--- src/design/tec_pkg.sv ---
// Shared types, character codes and limits for the tab expand and compress block.
`timescale 1ns / 1ps

package tec_pkg;

    localparam int MAX_TAB     = 16;
    localparam int MAX_RESULTS = 16;
    localparam int W_LIMIT     = (MAX_TAB < MAX_RESULTS) ? MAX_TAB : MAX_RESULTS;

    localparam logic [4:0] TAB_WIDTH_RESET = 5'd4;
    localparam logic [4:0] WIDTH_MAX       = 5'(W_LIMIT);

    localparam logic [7:0] CH_TAB      = 8'h09;
    localparam logic [7:0] CH_NL       = 8'h0a;
    localparam logic [7:0] CH_SP       = 8'h20;
    localparam logic [7:0] UTF_CONT    = 8'h80;
    localparam logic [7:0] UTF_LEAD2   = 8'hc0;
    localparam logic [7:0] UTF_LEAD3   = 8'he0;
    localparam logic [7:0] UTF_LEAD4   = 8'hf0;
    localparam logic [7:0] UTF_LEAD5   = 8'hf8;
    localparam logic [7:0] UTF_LEAD6   = 8'hfc;
    localparam logic [7:0] UTF_INVALID = 8'hfe;

    localparam logic REG_TAB_WIDTH = 1'b0;
    localparam logic REG_COMPRESS  = 1'b1;

    typedef struct packed {
        logic [7:0] in_byte;
        logic       end_of_text;
    } t_req;

    typedef struct packed {
        logic [7:0] out_byte;
        logic       last_of_run;
    } t_res;

    typedef struct packed {
        logic [4:0] spaces;
        logic       has_tail;
        logic [7:0] tail;
    } t_run;

    typedef struct packed {
        logic [4:0] width;
        logic       compress;
        logic       clear;
    } t_cfg;

endpackage

--- src/design/tec_line.sv ---
// Line state tracking and per-request run descriptor register.
`timescale 1ns / 1ps

module tec_line (
    input  logic          i_clk,
    input  logic          i_rst_n,
    input  tec_pkg::t_cfg i_cfg,
    input  logic          i_req_valid,
    output logic          o_req_ready,
    input  tec_pkg::t_req i_req,
    input  logic          i_take,
    output logic          o_run_valid,
    output tec_pkg::t_run o_run
);

    logic [3:0]    r_col, n_col;
    logic [2:0]    r_skip, n_skip;
    logic [3:0]    r_pend, n_pend;
    logic          r_lead, n_lead;
    logic          r_q_valid;
    tec_pkg::t_run r_q, n_run;

    logic       accept;
    logic [7:0] b;
    logic [4:0] w;
    logic [4:0] cnt;
    logic [2:0] skip_cut;
    logic [4:0] col_back;
    logic [4:0] sum1, diff1, sum2, diff2;
    logic [3:0] col_inc1, col_inc2;
    logic [4:0] pend_inc;
    logic [2:0] lead_skip;

    assign o_req_ready = !r_q_valid || i_take;
    assign accept      = i_req_valid && o_req_ready;
    assign o_run_valid = r_q_valid;
    assign o_run       = r_q;

    assign b        = i_req.in_byte;
    assign w        = i_cfg.width;
    assign cnt      = w - {1'b0, r_col};
    assign skip_cut = ({2'b00, r_skip} < cnt) ? r_skip : cnt[2:0];
    assign col_back = w - {2'b00, skip_cut};
    assign sum1     = {1'b0, r_col} + 5'd1;
    assign diff1    = sum1 - w;
    assign sum2     = {1'b0, r_col} + 5'd2;
    assign diff2    = sum2 - w;
    assign col_inc1 = (sum1 >= w) ? diff1[3:0] : sum1[3:0];
    assign col_inc2 = (w == 5'd1) ? 4'd0 : ((sum2 >= w) ? diff2[3:0] : sum2[3:0]);
    assign pend_inc = {1'b0, r_pend} + 5'd1;

    always_comb begin
        priority if (b < tec_pkg::UTF_LEAD3) begin
            lead_skip = 3'd1;
        end else if (b < tec_pkg::UTF_LEAD4) begin
            lead_skip = 3'd2;
        end else if (b < tec_pkg::UTF_LEAD5) begin
            lead_skip = 3'd3;
        end else if (b < tec_pkg::UTF_LEAD6) begin
            lead_skip = 3'd4;
        end else begin
            lead_skip = 3'd5;
        end
    end

    always_comb begin
        n_col  = r_col;
        n_skip = r_skip;
        n_pend = r_pend;
        n_lead = r_lead;
        n_run  = '{spaces: 5'd0, has_tail: 1'b1, tail: b};
        if (!i_cfg.compress) begin
            priority if (b == tec_pkg::CH_NL) begin
                n_col  = 4'd0;
                n_skip = 3'd0;
            end else if (b == tec_pkg::CH_TAB) begin
                n_run.spaces   = cnt;
                n_run.has_tail = 1'b0;
                n_skip         = r_skip - skip_cut;
                n_col          = (skip_cut == 3'd0) ? 4'd0 : col_back[3:0];
            end else if (r_skip != 3'd0) begin
                n_skip = r_skip - 3'd1;
            end else if (b < tec_pkg::UTF_CONT) begin
                n_col = col_inc1;
            end else if (b < tec_pkg::UTF_LEAD2 || b >= tec_pkg::UTF_INVALID) begin
                n_col = r_col;
            end else begin
                n_col  = col_inc2;
                n_skip = lead_skip;
            end
        end else begin
            priority if (b == tec_pkg::CH_NL) begin
                n_run.spaces = {1'b0, r_pend};
                n_col        = 4'd0;
                n_skip       = 3'd0;
                n_pend       = 4'd0;
                n_lead       = 1'b1;
            end else if (!r_lead) begin
                n_run.spaces = 5'd0;
            end else if (b == tec_pkg::CH_SP) begin
                if (pend_inc >= w) begin
                    n_pend     = 4'd0;
                    n_run.tail = tec_pkg::CH_TAB;
                end else begin
                    n_pend         = pend_inc[3:0];
                    n_run.has_tail = 1'b0;
                    n_run.spaces   = i_req.end_of_text ? pend_inc : 5'd0;
                end
            end else if (b == tec_pkg::CH_TAB) begin
                n_run.spaces = {1'b0, r_pend};
                n_pend       = 4'd0;
            end else begin
                n_run.spaces = {1'b0, r_pend};
                n_pend       = 4'd0;
                n_lead       = 1'b0;
            end
        end
        if (i_req.end_of_text) begin
            n_col  = 4'd0;
            n_skip = 3'd0;
            n_pend = 4'd0;
            n_lead = 1'b1;
        end
    end

    always_ff @(posedge i_clk) begin
        if (!i_rst_n) begin
            r_col     <= 4'd0;
            r_skip    <= 3'd0;
            r_pend    <= 4'd0;
            r_lead    <= 1'b1;
            r_q_valid <= 1'b0;
        end else begin
            if (accept && !i_cfg.clear) begin
                r_q_valid <= (n_run.spaces != 5'd0) || n_run.has_tail;
            end else if (i_take) begin
                r_q_valid <= 1'b0;
            end
            if (i_cfg.clear) begin
                r_col  <= 4'd0;
                r_skip <= 3'd0;
                r_pend <= 4'd0;
                r_lead <= 1'b1;
            end else if (accept) begin
                r_col  <= n_col;
                r_skip <= n_skip;
                r_pend <= n_pend;
                r_lead <= n_lead;
            end
        end
    end

    always_ff @(posedge i_clk) begin
        if (accept) begin
            r_q <= n_run;
        end
    end

endmodule

--- src/design/tec_emit.sv ---
// Result emitter that plays out one run of spaces and an optional closing byte.
`timescale 1ns / 1ps

module tec_emit (
    input  logic          i_clk,
    input  logic          i_rst_n,
    input  logic          i_run_valid,
    input  tec_pkg::t_run i_run,
    output logic          o_take,
    output logic          o_res_valid,
    input  logic          i_res_ready,
    output tec_pkg::t_res o_res
);

    logic       r_busy;
    logic [4:0] r_spaces;
    logic       r_has_tail;
    logic [7:0] r_tail;
    logic       last;
    logic       load;

    assign last   = (r_spaces == 5'd0) || (r_spaces == 5'd1 && !r_has_tail);
    assign o_take = !r_busy || (i_res_ready && last);
    assign load   = o_take && i_run_valid;

    assign o_res_valid       = r_busy;
    assign o_res.out_byte    = (r_spaces != 5'd0) ? tec_pkg::CH_SP : r_tail;
    assign o_res.last_of_run = last;

    always_ff @(posedge i_clk) begin
        if (!i_rst_n) begin
            r_busy   <= 1'b0;
            r_spaces <= 5'd0;
        end else if (load) begin
            r_busy   <= 1'b1;
            r_spaces <= i_run.spaces;
        end else if (r_busy && i_res_ready) begin
            if (last) begin
                r_busy <= 1'b0;
            end else begin
                r_spaces <= r_spaces - 5'd1;
            end
        end
    end

    always_ff @(posedge i_clk) begin
        if (load) begin
            r_has_tail <= i_run.has_tail;
            r_tail     <= i_run.tail;
        end
    end

endmodule

--- src/design/tab_expand_compress.sv ---
// Top level of the tab expander and leading-space compressor with its register port.
// The first result of a request is offered once its run is registered in tec_line and loaded into the emitter.
// Throughput: one result per cycle while the receiver is ready; a request giving k results holds the emitter for all k.
// Requests are taken every cycle while each gives one result and results are taken, one request buffered ahead.
// Reset is synchronous: tab width 4, expand mode, line state cleared, no results pending.
`timescale 1ns / 1ps

module tab_expand_compress (
    input  logic          i_clk,
    input  logic          i_rst_n,
    input  logic          i_req_valid,
    output logic          o_req_ready,
    input  tec_pkg::t_req i_req,
    output logic          o_res_valid,
    input  logic          i_res_ready,
    output tec_pkg::t_res o_res,
    input  logic          psel,
    input  logic          penable,
    input  logic          pwrite,
    input  logic [2:0]    paddr,
    input  logic [31:0]   pwdata,
    output logic [31:0]   prdata,
    output logic          pready
);

    logic [4:0]    r_tab_width;
    logic          r_compress;
    logic          wr_en;
    logic [4:0]    eff_width;
    tec_pkg::t_cfg cfg;
    logic          take;
    logic          run_valid;
    tec_pkg::t_run run;

    assign pready = 1'b1;
    assign wr_en  = psel && penable && pwrite;

    always_comb begin
        unique case (paddr[2])
            tec_pkg::REG_TAB_WIDTH: prdata = {27'd0, r_tab_width};
            tec_pkg::REG_COMPRESS:  prdata = {31'd0, r_compress};
            default:                prdata = 32'd0;
        endcase
    end

    always_ff @(posedge i_clk) begin
        if (!i_rst_n) begin
            r_tab_width <= tec_pkg::TAB_WIDTH_RESET;
            r_compress  <= 1'b0;
        end else if (wr_en) begin
            unique case (paddr[2])
                tec_pkg::REG_TAB_WIDTH: r_tab_width <= pwdata[4:0];
                tec_pkg::REG_COMPRESS:  r_compress  <= pwdata[0];
                default:                r_compress  <= r_compress;
            endcase
        end
    end

    assign eff_width = (r_tab_width == 5'd0) ? 5'd1 :
                       ((r_tab_width > tec_pkg::WIDTH_MAX) ? tec_pkg::WIDTH_MAX : r_tab_width);

    assign cfg = '{width: eff_width, compress: r_compress, clear: wr_en};

    tec_line u_line (
        .i_clk       (i_clk),
        .i_rst_n     (i_rst_n),
        .i_cfg       (cfg),
        .i_req_valid (i_req_valid),
        .o_req_ready (o_req_ready),
        .i_req       (i_req),
        .i_take      (take),
        .o_run_valid (run_valid),
        .o_run       (run)
    );

    tec_emit u_emit (
        .i_clk       (i_clk),
        .i_rst_n     (i_rst_n),
        .i_run_valid (run_valid),
        .i_run       (run),
        .o_take      (take),
        .o_res_valid (o_res_valid),
        .i_res_ready (i_res_ready),
        .o_res       (o_res)
    );

    // Only the final result of a request can be anything other than a space.
    a_space_before_last: assert property (@(posedge i_clk) disable iff (!i_rst_n)
        (o_res_valid && !o_res.last_of_run) |-> (o_res.out_byte == tec_pkg::CH_SP))
        else $error("non-final result is not a space");

    // A run that is not finished keeps the output valid after a result is taken.
    a_run_continues: assert property (@(posedge i_clk) disable iff (!i_rst_n)
        (o_res_valid && i_res_ready && !o_res.last_of_run) |=> o_res_valid)
        else $error("run ended before its final result");

    // No result is offered straight after reset.
    a_reset_idle: assert property (@(posedge i_clk)
        !i_rst_n |=> !o_res_valid)
        else $error("result valid after reset");

    // A buffered run is never dropped while the emitter cannot take it.
    a_run_held: assert property (@(posedge i_clk) disable iff (!i_rst_n)
        (run_valid && !take) |=> run_valid)
        else $error("buffered run lost");

endmodule
--- config.mk ---
export PLATFORM = sky130hd
export DESIGN_NAME = tab_expand_compress
export DESIGN_NICKNAME = d
export VERILOG_FILES = /design/src/design/tec_pkg.sv /design/src/design/tec_line.sv /design/src/design/tec_emit.sv /design/src/design/tab_expand_compress.sv
export SDC_FILE = /design/constraint.sdc
export NUM_CORES = 1
export LEC_CHECK = 0
export ABC_AREA = 1
export BUFFER_PORTS_ARGS = -buffer_cell sky130_fd_sc_hd__clkbuf_2
export CORE_UTILIZATION = 50
export CTS_CLUSTER_DIAMETER = 200
export DETAILED_ROUTE_END_ITERATION = 7
export PLACE_DENSITY = 0.77
export SETUP_SLACK_MARGIN = 0.3
export SYNTH_ARGS = -nofsm -noshare
export SYNTH_HDL_FRONTEND = slang
export SYNTH_SLANG_ARGS = --single-unit
--- constraint.sdc ---
create_clock -name i_clk -period 3.9 [get_ports i_clk]
set_input_delay 0.39 -clock i_clk [delete_from_list [all_inputs] [get_ports i_clk]]
set_output_delay 0.39 -clock i_clk [all_outputs]
set_load 0.02 [all_outputs]
==> flow_metrics.py <==
metrics = {
    "global_route": {
        "grt_max_degree": 17,
        "globalRouteOverflowTotal": 0,
        "busiest_layer": "met2",
        "antenna_found_initial": 0,
        "gr-usage-met3_pct": 3.28,
        "met2_usage_pct": 42.7,
        "grt.total_usage_pct": 22.8,
        "grt_pass1_wl_microns": 15600,
        "grt_pass1_vias": 3483,
        "use_met1_pct": 26.4,
    },
    "synthesis": {
        "avgSynthCellArea_sq_um": 7.15,
        "synth-seq-cells": 48,
        "syn_area_sq_um": 4130,
        "yosysUniqueCellTypes": 46,
        "synthCells": 578,
        "yosys_warnings": 0,
        "ys_seq_area_share_pct": 28.8,
    },
    "cells_and_area": {
        "final_common_cell": "nand2_1",
        "synthToLayoutAreaGrowth_pct": 12.5,
        "drive_gt1_share_pct": 20.5,
        "n_antenna_cell": 0,
        "stdcell_area_sq_um": 4650,
        "mostFrequentLayoutCells": "108 x nand2_1, 85 x inv_1, 59 x nor2_1, 56 x nand3_1, 37 x clkbuf_2",
        "num-nets-final": 716,
    },
    "die": {
        "dieArea_sq_um": 8630,
        "core_area_sq_um": 7850,
        "die_h_microns": 92.9,
        "num_rows": 32,
        "ios": 95,
        "start_util_pct": 52.6,
        "fp.dieW_microns": 92.9,
    },
    "drt": {
        "drcViolationCount": 0,
        "wire_per_inst_microns": 13.7,
        "postRouteAntennaNets": 0,
        "viasPerCell": 5.28,
        "drtIter0Drc": 220,
        "drtPass1Iterations": 4,
        "drt-total-wl_microns": 10000,
        "via_count": 3863,
    },
    "min_path": {
        "hold_path_class": "primary input to register",
    },
    "power": {
        "peakVddDrop_mv": 0.168,
        "leakage_nw": 2.27,
        "power.total_w": 0.00151,
        "power_density_nw_per_um2": 325,
    },
    "critical_path": {
        "path_class": "register to register",
        "worstPathArrival_ns": 3.74,
        "crit_required_ns": 4.13,
        "crit_slowest_cell": "fa_2",
        "path_cells": "inv_6, nand3_4, inv_2, a21oi_2, ha_2, inv_2, fa_2, inv_4, ha_4, o21ai_2, nand2_2, a21oi_4, nor2_8, nand2_4, nand2_2, nand2_2, inv_2, ha_4, fa_1, nand2_1, o211ai_1, a211oi_1",
        "max_stage_delay_ns": 0.54,
        "cp_num_buf_inv": 5,
        "path_max_fanout": 5,
        "crit_path_end_kind": "register",
        "crit_family": "adder cells",
        "start_kind": "register",
    },
    "clock_tree": {
        "cts_hold_buf": 0,
        "clk_pin_slew_ns": 0.10,
        "clockBufferDepth": 2,
        "cts_sinks": 48,
        "ctsHtreeMaxLevel": 2,
        "worstSkewPairLatency_ns": 0.32,
        "cts-root-buf": "clkbuf_8",
        "cts_made_buffers": 5,
        "cts_tree": "done",
    },
    "timing": {
        "tightest_slew_ns": 0.610,
        "setup_violations": 0,
        "finalMaxSlewViolations": 0,
        "finalHoldViolations": 0,
        "fmax_mhz": 284,
        "skew_ns": 0.0116,
        "post-route-period-util_pct": 90.2,
        "rsz0062_at_grt": "true",
        "slew_headroom_pct": 59.3,
        "min_period_ns": 3.52,
        "final.setup.tns_ns": 0,
    },
    "place": {
        "dpl_cell_area_sq_um": 4380,
        "port_buffers": 37,
        "place.detailed.hpwl_microns": 7860,
        "place.gp.congestion": 0.870,
    },
    "outcome": {
        "status": "finished clean",
    },
    "run": {
        "cap_viol_max_count": 0,
    },
}
where the power goes:
part	switching [W]	internal [W]	total (W)
logic	0.000353	0.000192	0.000545
clock network	0.000190	0.000193	0.000383
registers	0.0000213	0.000561	0.000582
total	0.000564	0.000947	0.00151
cell type report:
| type | instances | area [sq um] |
|---|---|---|
| Fill cell | 709 | 3200 |
| Multi-Input combinational cell | 421 | 2510 |
| Sequential cell | 48 | 1200 |
| Inverter | 98 | 375 |
| Timing Repair Buffer | 55 | 320 |
| Tap cell | 102 | 128 |
| Clock buffer | 5 | 68.8 |
| Clock inverter | 3 | 46.3 |
repair_timing:
| item | 4_1_cts | 5_1_grt |
|---|---|---|
| resized for setup | 10 | 17 |
| endpoints found under the setup margin | 5 | 5 |
| buffers inserted | 3 | 6 |
| gates cloned | 0 | 0 |
| pin swaps | 5 | 11 |
state kept, by name, summed over array words and instances, names as in the netlist:
signal	cells
u_emit.o_res_valid	1
u_line.r_col	4
u_emit.r_spaces	5
r_compress	1
u_line.r_pend	4
u_emit.r_tail	8
u_emit.r_has_tail	1
r_tab_width	5
u_line.r_skip	3
u_line.r_lead	1
u_line.o_run	14
u_line.o_run_valid	1
cell usage after synthesis (all sizes together):
library cell  instances  area (sq um)
a21o                  1          7.51
a31oi                 2          18.8
buf                  30           225
nor3                  4          36.3
nor4                  2          25.0
a21boi                1          18.8
ha                   31           388
a21oi                36           195
edfxtp               23           691
or2                   1          6.26
o211ai                7          52.6
inv                  97           364
o311a                 1          10.0
conb                  2          7.51
xor2                  3          26.3
o22ai                 1          6.26
a211oi                1          7.51
nand3                61           333
clkinv                1          3.75
nand4                12          75.1
xnor2                 6          60.1
o21a                  1          7.51
nand3b                1          7.51
clkbuf                7          26.3
nor2                 65           275
dfxtp                25           500
fa                    5           100
nand2               127           527
o21bai                2          15.0
a221o                 1          10.0
o21ai                21           105
stage by stage:
stage | utilization, % | hold WS, ns | instances | setup WS, ns
5_1_grt | 59.2 | 0.286 | 732 | 0.196
3_5_place_dp | 55.8 | 0.406 | 715 | 0.0214
6_report | 59.2 | 0.289 | 732 | 0.383
4_1_cts | 58.0 | 0.286 | 726 | 0.321
3_3_place_gp | 55.8 | 0.403 | 715 | 0.171
2_1_floorplan | - | 0.400 | 604 | 0.306
per-layer routing:
| layer | part of all wire (%) | up-vias |
|---|---|---|
| met1 | 41 | 1796 |
| met2 | 53 | 122 |
| met4 | 1.6 | 0 |
| met5 | 0 | - |
| li1 | - | 1923 |
| met3 | 4.6 | 22 |
logic make-up after synthesis:
logic type / synth area share (%)
flops: 28.8
buf+inv: 15.0
other cells: 0.182
compound gates: 11.0
simple gates: 31.1
xor+xnor: 2.09
fa+ha+maj: 11.8
worst paths after layout:
path / cells after the start / to / slack (ns) / startpoint
worst max-delay path: 22 / u_line.r_skip[1] / 0.38 / r_tab_width[4]
worst max register to register: 22 / u_line.r_skip[1] / 0.38 / r_tab_width[4]
worst min register to register: 0 / u_emit.r_tail[4] / 0.43 / u_line.o_run[4]
worst min-delay path: 1 / u_line.o_run[2] / 0.29 / i_req[3]
Note: power is estimated with default switching activity, not from simulation.
